### config.mk
export PLATFORM = sky130hd
export DESIGN_NAME = fir_filter_q15_ring_unit
export DESIGN_NICKNAME = d
export VERILOG_FILES = /design/src/hw/rtl/firq15r_pkg.sv /design/src/hw/rtl/fir_filter_q15_ring_unit.sv /design/src/hw/rtl/firq15r_store.sv /design/src/hw/rtl/firq15r_mac.sv
export SDC_FILE = /design/constraint.sdc
export NUM_CORES = 2
export LEC_CHECK = 0
export ABC_AREA = 0
export BUFFER_PORTS_ARGS = -buffer_cell sky130_fd_sc_hd__clkbuf_2
export CAP_MARGIN = 15
export CORE_ASPECT_RATIO = 2
export CORE_MARGIN = 4
export CORE_UTILIZATION = 55
export CTS_CLUSTER_DIAMETER = 30
export DETAILED_ROUTE_END_ITERATION = 8
export GPL_ROUTABILITY_DRIVEN = 1
export PLACE_DENSITY = 0.71
export SYNTH_ARGS = -nofsm -noshare
export SYNTH_HDL_FRONTEND = slang
export SYNTH_HIERARCHICAL = 1
export SYNTH_SLANG_ARGS = --single-unit
### constraint.sdc
create_clock -name i_clk -period 8.05 [get_ports i_clk]
set_input_delay 1.61 -clock i_clk [delete_from_list [all_inputs] [get_ports i_clk]]
set_output_delay 1.61 -clock i_clk [all_outputs]
set_load 0.005 [all_outputs]
### src/hw/rtl/firq15r_pkg.sv
package firq15r_pkg;

    localparam int unsigned SAMPLE_W = 16;
    localparam int unsigned CIDX_W   = 6;
    localparam int unsigned PROD_W   = 32;
    localparam int unsigned Q_SHIFT  = 15;
    localparam int unsigned S_TDATA_W = 24;

    localparam logic OP_FILTER = 1'b0;
    localparam logic OP_COEF   = 1'b1;

    typedef logic signed [SAMPLE_W-1:0] t_sample;

    typedef enum logic [1:0] {
        ST_IDLE,
        ST_RUN,
        ST_WAIT
    } t_state;

    typedef struct packed {
        logic clear;
        logic step;
        logic last;
    } t_mac_ctl;

endpackage

### src/hw/rtl/fir_filter_q15_ring_unit.sv
// A sample transfer is filtered by the single shared multiply-accumulate, stepping once per
// tap; the input is held not ready until the result is registered on the output, so a new
// sample is taken only after that. A coefficient transfer gives no result and leaves the
// input ready. Reset (synchronous, active low) clears the sample ring and coefficient store
// through per-entry valid bits at once, and sets the write pointer to zero.
module fir_filter_q15_ring_unit #(
    parameter int unsigned TAPS = 64
) (
    input  logic        i_clk,
    input  logic        i_rst_n,
    input  logic        i_s_axis_tvalid,
    output logic        o_s_axis_tready,
    input  logic [23:0] i_s_axis_tdata,  // [15:0] value, [21:16] coefficient_index, [23:22] zero
    input  logic [0:0]  i_s_axis_tuser,  // [0] operation
    output logic        o_m_axis_tvalid,
    input  logic        i_m_axis_tready,
    output logic [15:0] o_m_axis_tdata   // [15:0] filtered_sample
);

    localparam int unsigned AW = (TAPS > 1) ? $clog2(TAPS) : 1;
    localparam logic [AW-1:0] LAST = AW'(TAPS - 1);

    firq15r_pkg::t_state   r_state, n_state;
    logic [AW-1:0]         r_wpos, n_wpos;
    logic [AW-1:0]         r_rd, n_rd;
    logic [AW-1:0]         r_step, n_step;
    logic                  r_rd_vld;
    logic                  r_rd_last;
    logic                  r_fin, n_fin;
    logic                  r_out_valid, n_out_valid;
    firq15r_pkg::t_sample  r_out_data, n_out_data;

    logic                  s_xfer;
    logic                  m_xfer;
    logic                  filt_xfer;
    logic                  coef_we;
    logic [8:0]            cidx_ext;
    logic                  issue;
    firq15r_pkg::t_sample  in_value;
    firq15r_pkg::t_sample  ring_rdata;
    firq15r_pkg::t_sample  coef_rdata;
    firq15r_pkg::t_sample  acc;
    logic                  mac_done;
    firq15r_pkg::t_mac_ctl mac_ctl;

    assign in_value  = i_s_axis_tdata[15:0];
    assign cidx_ext  = 9'(i_s_axis_tdata[21:16]);
    assign s_xfer    = i_s_axis_tvalid & o_s_axis_tready;
    assign m_xfer    = o_m_axis_tvalid & i_m_axis_tready;
    assign filt_xfer = s_xfer & (i_s_axis_tuser[0] == firq15r_pkg::OP_FILTER);
    assign coef_we   = s_xfer & (i_s_axis_tuser[0] == firq15r_pkg::OP_COEF)
                     & (cidx_ext < 9'(TAPS));
    assign issue     = (r_state == firq15r_pkg::ST_RUN);

    assign mac_ctl.clear = filt_xfer;
    assign mac_ctl.step  = r_rd_vld;
    assign mac_ctl.last  = r_rd_last;

    firq15r_store #(
        .DEPTH (TAPS),
        .AW    (AW)
    ) u_ring (
        .i_clk   (i_clk),
        .i_rst_n (i_rst_n),
        .i_we    (filt_xfer),
        .i_waddr (r_wpos),
        .i_wdata (in_value),
        .i_raddr (r_rd),
        .o_rdata (ring_rdata)
    );

    firq15r_store #(
        .DEPTH (TAPS),
        .AW    (AW)
    ) u_coef (
        .i_clk   (i_clk),
        .i_rst_n (i_rst_n),
        .i_we    (coef_we),
        .i_waddr (AW'(i_s_axis_tdata[21:16])),
        .i_wdata (in_value),
        .i_raddr (r_step),
        .o_rdata (coef_rdata)
    );

    firq15r_mac u_mac (
        .i_clk    (i_clk),
        .i_rst_n  (i_rst_n),
        .i_ctl    (mac_ctl),
        .i_sample (ring_rdata),
        .i_coef   (coef_rdata),
        .o_acc    (acc),
        .o_done   (mac_done)
    );

    always_ff @(posedge i_clk) begin
        if (!i_rst_n) begin
            r_state     <= firq15r_pkg::ST_IDLE;
            r_wpos      <= '0;
            r_rd        <= '0;
            r_step      <= '0;
            r_rd_vld    <= 1'b0;
            r_rd_last   <= 1'b0;
            r_fin       <= 1'b0;
            r_out_valid <= 1'b0;
        end else begin
            r_state     <= n_state;
            r_wpos      <= n_wpos;
            r_rd        <= n_rd;
            r_step      <= n_step;
            r_rd_vld    <= issue;
            r_rd_last   <= issue & (r_step == LAST);
            r_fin       <= n_fin;
            r_out_valid <= n_out_valid;
        end
    end

    always_ff @(posedge i_clk) begin
        r_out_data <= n_out_data;
    end

    always_comb begin
        n_state     = r_state;
        n_wpos      = r_wpos;
        n_rd        = r_rd;
        n_step      = r_step;
        n_fin       = r_fin | mac_done;
        n_out_valid = r_out_valid & ~m_xfer;
        n_out_data  = r_out_data;
        o_s_axis_tready = 1'b0;
        case (r_state)
            firq15r_pkg::ST_IDLE: begin
                o_s_axis_tready = 1'b1;
                if (filt_xfer) begin
                    n_rd    = r_wpos;
                    n_step  = '0;
                    n_wpos  = (r_wpos == '0) ? LAST : r_wpos - AW'(1);
                    n_fin   = 1'b0;
                    n_state = firq15r_pkg::ST_RUN;
                end
            end
            firq15r_pkg::ST_RUN: begin
                n_rd   = (r_rd == LAST) ? '0 : r_rd + AW'(1);
                n_step = r_step + AW'(1);
                if (r_step == LAST) begin
                    n_state = firq15r_pkg::ST_WAIT;
                end
            end
            firq15r_pkg::ST_WAIT: begin
                if (r_fin && (!r_out_valid || i_m_axis_tready)) begin
                    n_out_valid = 1'b1;
                    n_out_data  = acc;
                    n_fin       = 1'b0;
                    n_state     = firq15r_pkg::ST_IDLE;
                end
            end
            default: begin
                n_state = firq15r_pkg::ST_IDLE;
            end
        endcase
    end

    assign o_m_axis_tvalid = r_out_valid;
    assign o_m_axis_tdata  = r_out_data;

endmodule

### src/hw/rtl/firq15r_store.sv
module firq15r_store #(
    parameter int unsigned DEPTH = 64,
    parameter int unsigned AW    = 6
) (
    input  logic                     i_clk,
    input  logic                     i_rst_n,
    input  logic                     i_we,
    input  logic [AW-1:0]            i_waddr,
    input  firq15r_pkg::t_sample     i_wdata,
    input  logic [AW-1:0]            i_raddr,
    output firq15r_pkg::t_sample     o_rdata
);

    firq15r_pkg::t_sample r_mem [DEPTH];
    logic [DEPTH-1:0]     r_valid;
    firq15r_pkg::t_sample r_rdata;
    logic                 r_rvalid;

    always_ff @(posedge i_clk) begin
        if (i_we) begin
            r_mem[i_waddr] <= i_wdata;
        end
        r_rdata <= r_mem[i_raddr];
    end

    always_ff @(posedge i_clk) begin
        if (!i_rst_n) begin
            r_valid  <= '0;
            r_rvalid <= 1'b0;
        end else begin
            if (i_we) begin
                r_valid[i_waddr] <= 1'b1;
            end
            r_rvalid <= r_valid[i_raddr];
        end
    end

    assign o_rdata = r_rvalid ? r_rdata : '0;

endmodule

### src/hw/rtl/firq15r_mac.sv
module firq15r_mac (
    input  logic                     i_clk,
    input  logic                     i_rst_n,
    input  firq15r_pkg::t_mac_ctl    i_ctl,
    input  firq15r_pkg::t_sample     i_sample,
    input  firq15r_pkg::t_sample     i_coef,
    output firq15r_pkg::t_sample     o_acc,
    output logic                     o_done
);

    logic signed [firq15r_pkg::PROD_W-1:0] r_prod;
    logic                                  r_pvld;
    logic                                  r_plast;
    firq15r_pkg::t_sample                  r_acc;
    logic                                  r_done;

    always_ff @(posedge i_clk) begin
        r_prod <= i_sample * i_coef;
    end

    always_ff @(posedge i_clk) begin
        if (!i_rst_n) begin
            r_pvld  <= 1'b0;
            r_plast <= 1'b0;
            r_done  <= 1'b0;
            r_acc   <= '0;
        end else begin
            r_pvld  <= i_ctl.step;
            r_plast <= i_ctl.step & i_ctl.last;
            r_done  <= r_pvld & r_plast;
            if (i_ctl.clear) begin
                r_acc <= '0;
            end else if (r_pvld) begin
                r_acc <= r_acc + r_prod[firq15r_pkg::Q_SHIFT +: firq15r_pkg::SAMPLE_W];
            end
        end
    end

    assign o_acc  = r_acc;
    assign o_done = r_done;

endmodule

* Word level (Yosys, flattened, before mapping)
Memory sizes are Yosys's and may differ from the RTL's. A register that Yosys moved wholly into a read port is not among the register bits.
Cells that the tools add are included.
** Cells by class
- Muxes and demuxes :: 30
- Bitwise operators :: 15
- Eq/ne operators :: 7
- Order comparisons :: 7
- Add/subtract/negate cells :: 4
- Reductions and logical operators :: 13
- Multiply operators :: 1
** Operators with widths (number)
- OR 64 bit :: 2
- < comparator 6 x 7 -> 1 bit, second input constant :: 5
- two-way mux 16 bit :: 2
- multiplier 16 x 16 -> 31 bit :: 1
- two-way mux 6 bit :: 4
- case mux 6 bit (2 select lines) :: 2
- adder 16 bit :: 1
- two-way mux 1 bit :: 13
- adder 6 x 1 -> 6 bit, second input constant :: 2
- binary-select mux 1 bit (select 6 bit) :: 2
- demux 1 bit (select 6 bit) :: 2
- == test 6 bit, second input constant :: 2
- >= comparator 6 x 1 -> 1 bit, second input constant :: 2
- bitwise AND 1 bit :: 9
- logical NOT 6 bit :: 1
- two-way mux 2 bit :: 3
- case mux 2 bit (3 select lines) :: 1
- AND reduction 2 bit :: 3
- subtractor 6 x 1 -> 6 bit, second input constant :: 1
- inequality test 2 bit, second input constant :: 2
- logical AND 1 bit :: 3
- inverter 1 bit :: 3
- AND reduction 3 bit :: 1
- == test 2 x 1 -> 1 bit, second input constant :: 1
- other kinds (9) :: 9
** Word-level totals
- Memories :: 2
- Output and inout bits :: 18
- Input port bits :: 29
- RAM bits :: 2048
- Logic and storage cells :: 97
- Bits in registers :: 220
** Memory list
- u_coef.r_mem :: words 64, width 16, rd ports 1, clocked after Yosys merged registers in 1, wr ports 1, RTL line firq15r_store.sv:14 : firq15r_pkg::t_sample r_mem [DEPTH];
- u_ring.r_mem :: words 64, width 16, rd ports 1, clocked after Yosys merged registers in 1, wr ports 1, RTL line firq15r_store.sv:14

* Depth between registers and ports, before layout
- Depth after elaboration :: 7
- Depth in mapped cells :: 26
- Gate-level depth less buffers :: 24

* Hierarchy
The synthesis kept the hierarchy.
** By module, submodules not included
- firq15r_store at u_ring :: cells an instance 1930, seq. area each 32371.0 µm², instances 1, area an instance 42011.5 µm²
- firq15r_store at u_coef :: cells an instance 1932, seq. area each 32371.0 µm², instances 1, area an instance 41997.8 µm²
- firq15r_mac :: cells an instance 1169, seq. area each 700.7 µm², instances 1, area an instance 10799.1 µm²
- fir_filter_q15_ring_unit :: cells an instance 159, seq. area each 960.9 µm², instances 1, area an instance 1632.8 µm²

* Worst setup path after synthesis
OpenSTA, ideal clock, no wires.
- Path type :: flip-flop to flip-flop
- Start point :: register u_coef.r_rvalid
- End point :: register u_mac/r_prod[30] in the netlist's numbering
- Period minus slack after synthesis :: 6.285 ns
- Path slack :: 1.765 ns
- Arrival :: 6.163 ns
- Library setup time :: 0.122 ns
- Cell stages (with the launch flop) :: 24
- Path through :: dfxtp_1 clkbuf_1 and2_1 clkbuf_1 nand2_1 fa_1 inv_1 fa_1 inv_1 fa_1 inv_1 fa_1 fa_1 fa_1 ha_1 nand4_1 a211oi_1 a2111oi_4 o31ai_4 a211oi_4 a21oi_2 o21a_1 nor2_2 xor2_1
** Between the ends
- Word-level cells in the longest chain between the ends :: 2
** Ends and longest elaborated chain
- start, declared :: RTL line firq15r_store.sv:17 : logic r_rvalid;
- start signal, assigned :: RTL line firq15r_store.sv:34 : r_rvalid <= r_valid[i_raddr];
- two-way mux 16 bit :: RTL line firq15r_store.sv:38 : assign o_rdata = r_rvalid ? r_rdata : '0;
- named net coef_rdata[9] :: RTL line fir_filter_q15_ring_unit.sv:41 : firq15r_pkg::t_sample coef_rdata;
- multiplier 16 x 16 -> 31 bit :: RTL line firq15r_mac.sv:18 : r_prod <= i_sample * i_coef;
- end signal, assigned :: RTL line firq15r_mac.sv:18
- end, declared :: RTL line firq15r_mac.sv:11 : logic signed [firq15r_pkg::PROD_W-1:0] r_prod;
The timed path passes the listed nets, and every way through them passes these cells.
A chain may end at the register's enable or synchronous reset.

* Worst setup path after layout
- Start point :: register u_ring.r_rvalid
- End point :: register u_mac/r_prod[30] in the netlist's numbering
** Between the ends
- Word-level cells in the longest chain between the ends :: 2
** Ends and longest elaborated chain
- start, declared :: RTL line firq15r_store.sv:17
- start signal, assigned :: RTL line firq15r_store.sv:34
- two-way mux 16 bit :: RTL line firq15r_store.sv:38
- named net ring_rdata[4] :: RTL line fir_filter_q15_ring_unit.sv:40 : firq15r_pkg::t_sample ring_rdata;
- multiplier 16 x 16 -> 31 bit :: RTL line firq15r_mac.sv:18
The timed path passes the listed nets, and every way through them passes these cells.

==> results.cfg <==
[run_status]
status = complete, no violations

[synth]
syn_avg_cell_area_sq_um = 18.6
synthArstFlopShare = 0
syn_area_sq_mm = 0.0964
synth_seq_area_share = 0.689
synth_top_cell_area_share = 0.643
yosys.area.top_type = edfxtp_1
synthTopCellsByArea = edfxtp_1 64%, mux4_2 13%, fa_1 5.3%
synth-edff-count = 2064
postSynthCellCount = 5190
synth_common_cells = 2064 x edfxtp_1, 556 x mux4_2, 306 x inv_1
ys_types = 77
synth_nets = 5571
yosysWarnings = 6
yosys_most_used_dff = edfxtp_1
synth_most_common_cell = edfxtp_1
ys_seq_elements = 2285

[timing]
min_period_over_period = 0.881
fin_skew_ns = 0.0781
hold_viol = 0
rsz0062_at_grt = no
fin_crit_ns = 7.09
relSlewSlack = 0.175
setup_ws_ns = 0.957
tns_ns = 0
fmax_ghz = 0.141
setup_viol = 0
slew_violations = 0
worst_pin_slew_ns = 1.20

[route]
drtIter0Drc = 4458
postRouteAntennaNets = 0
wl_met3_mm = 12.7
routed.top_layer = met4
wirelength_mm = 246
drc = 0
wl_per_cell_um = 31.1
wl_met2_mm = 133
m1WireLength_mm = 74.9
dr_total_vias = 49500
drt-pass1-iter-count = 6
vias_per_cell = 6.26

[floorplanning]
die_width_um = 304
die_area_sq_mm = 0.183
fp-row-count = 217
start_util = 0.552
num_io_pins = 47
core_area_sq_mm = 0.175
die_h_um = 600

[critical_path]
required_ns = 8.79
ff2ff_path_depth = 23
slowest_stage = and2_1
cp.buffers_inverters = 5
critPathTopFamily = adder cells
cp_common_cell = fa_1
r2r-start = u_ring/r_rvalid
cpPeakStageDelay_ns = 0.68
critical_path_arrival_ns = 7.83
crit_type = reg2reg
path_cells = and2_1 -> nand2_1 -> fa_1 -> inv_1 -> fa_1 -> inv_1 -> fa_1 -> inv_1 -> fa_1 -> fa_1 -> inv_1 -> fa_1 -> inv_1 -> ha_1 -> nand4_1 -> a211oi_1 -> a2111oi_4 -> o31ai_4 -> a211oi_4 -> a21oi_2 -> o21a_1 -> nor2_2 -> xor2_1
cp_max_fo = 16
reg2reg_to = u_mac/r_prod[30]
cp-start-kind = register
r2r_slack_ns = 0.96
crit_path_end_kind = register

[clock_network]
clkSlewWorstSetupHoldPaths_ns = 0.06
clk_path_buf_depth = 4
htreeDepth = 4
cts-root-buf = clkbuf_16
tritoncts = done
cts-buffers-inserted = 241
insertion_delay_ns = 0.88
post_cts_resized = 0
postCtsSetupBuffers = 0
holdBufCountCts = 0
clock-sinks = 2285

[pwr]
p_leak_nw = 35.9
clkPwrFrac = 0.443
internal-power_mw = 19.7
powerDensity_mw_per_mm2 = 234
seqPwrFrac = 0.515
swShare = 0.221
power_frac_comb = 0.041
ir_drop_mv = 0.234
switchingPower_mw = 5.58

[global_route]
grt_overflow = 0
grtUsageTotal = 0.273
grt_pass1_vias = 52700
grt_pass1_wl_mm = 359
antenna_found_initial = 6
grt_max_degree = 119

[final_layout]
drive_gt1_frac = 0.225
layout.cells.non_filler = 7913
areaGrowthSynthToFinish_pct = 12.1
nets = 5792
fillers = 12000
final_util = 0.619
final_area_sq_mm = 0.108

[worst_hold_path]
hold_path_startpoint = u_coef/r_valid[26]
holdPathEnd = u_coef/r_valid[26]
holdPathStages = 1
min_path_type = reg2reg

[place]
hpwlAfterDp_mm = 163
place_ws_ns = 0.858
gp_congestion = 0.920
io_buffer_count = 44
dp.cells = 7466
dpl_cell_area_sq_mm = 0.0999

[job]
drv_cap = 0
## sequential cells by signal, summed over array words and instances, names as in the netlist, 2 cells and up
signal          flops
u_ring/r_valid     64
r_state             2
o_m_axis_tdata     16
u_ring/r_mem     1024
r_rd                6
r_wpos              6
u_coef/r_valid     64
u_mac/o_acc        16
u_coef/r_mem     1024
u_mac/r_prod       16
r_step              6
u_ring/r_rdata     16
u_coef/r_rdata     16
## per-layer routing
layer | up-vias | GRT usage
met5 | - | 0
met4 | 0 | 0.228
met3 | 681 | 0.0319
met2 | 2052 | 0.496
met1 | 26100 | 0.280
li1 | 20700 | -
## cells by family (layout without fill, tap and decap cells)
logic type      after synthesis  after routing  synth area share
buf+inv                     575            997            0.0260
xor+xnor                     36             36           0.00327
mux                         628            628             0.137
flops                      2285           2285             0.689
compound gates              497            497            0.0382
other cells                   0              2                 0
simple gates                817            817            0.0410
fa+ha+maj                   352            352            0.0656
## cell usage in the layout, fill, tap and decap left out, drive strengths merged, types with 66 or more instances in the layout
cell type	n
edfxtp	2064
mux4	556
inv	371
clkbuf	308
fa	256
nand2	235
nor2	227
dfxtp	221
buf	218
and2	160
o21a	135
ha	96
a22oi	90
clkinv	69
mux2i	66
## stage by stage
step | hold slack, ns | total power, mW
5_1_grt | 0.481 | 26.0
2_1_floorplan | 0.421 | 13.9
6_report | 0.462 | 25.3
3_5_place_dp | 0.447 | 14.3
4_1_cts | 0.464 | 25.4
3_3_place_gp | 0.441 | 14.3
## cell type report
type,count,area [sq um],area share
clock inverter,163,1790,0.0165
antenna,2,5.00,0.0000463
clock buffer,281,6370,0.0589
multi-input combinational,2330,27600,0.255
inverter,308,1160,0.0107
tap,2299,2880,0.0266
sequential,2285,66400,0.615
timing repair buffer,245,1870,0.0173
## how the worst max path moves through the flow
stage	cells past startpoint	start	to
5_1_grt	20	u_ring/r_rvalid	u_mac/r_prod[22]
6_report	23	u_ring/r_rvalid	u_mac/r_prod[30]
4_1_cts	21	u_ring/r_rvalid	u_mac/r_prod[30]
3_5_place_dp	23	u_ring/r_rvalid	u_mac/r_prod[30]
2_1_floorplan	23	u_coef/r_rvalid	u_mac/r_prod[30]
3_3_place_gp	23	u_ring/r_rvalid	u_mac/r_prod[30]
## power by group through the flow
stage	Combinational [mW]	Clock, mW	Sequential (mW)
5_1_grt	1.10	11.9	13.0
3_3_place_gp	1.04	0	13.3
6_report	1.05	11.2	13.0
3_5_place_dp	1.06	0	13.3
4_1_cts	1.06	11.3	13.0
2_1_floorplan	0.635	0	13.2
Power figures use the tool's default switching activity.
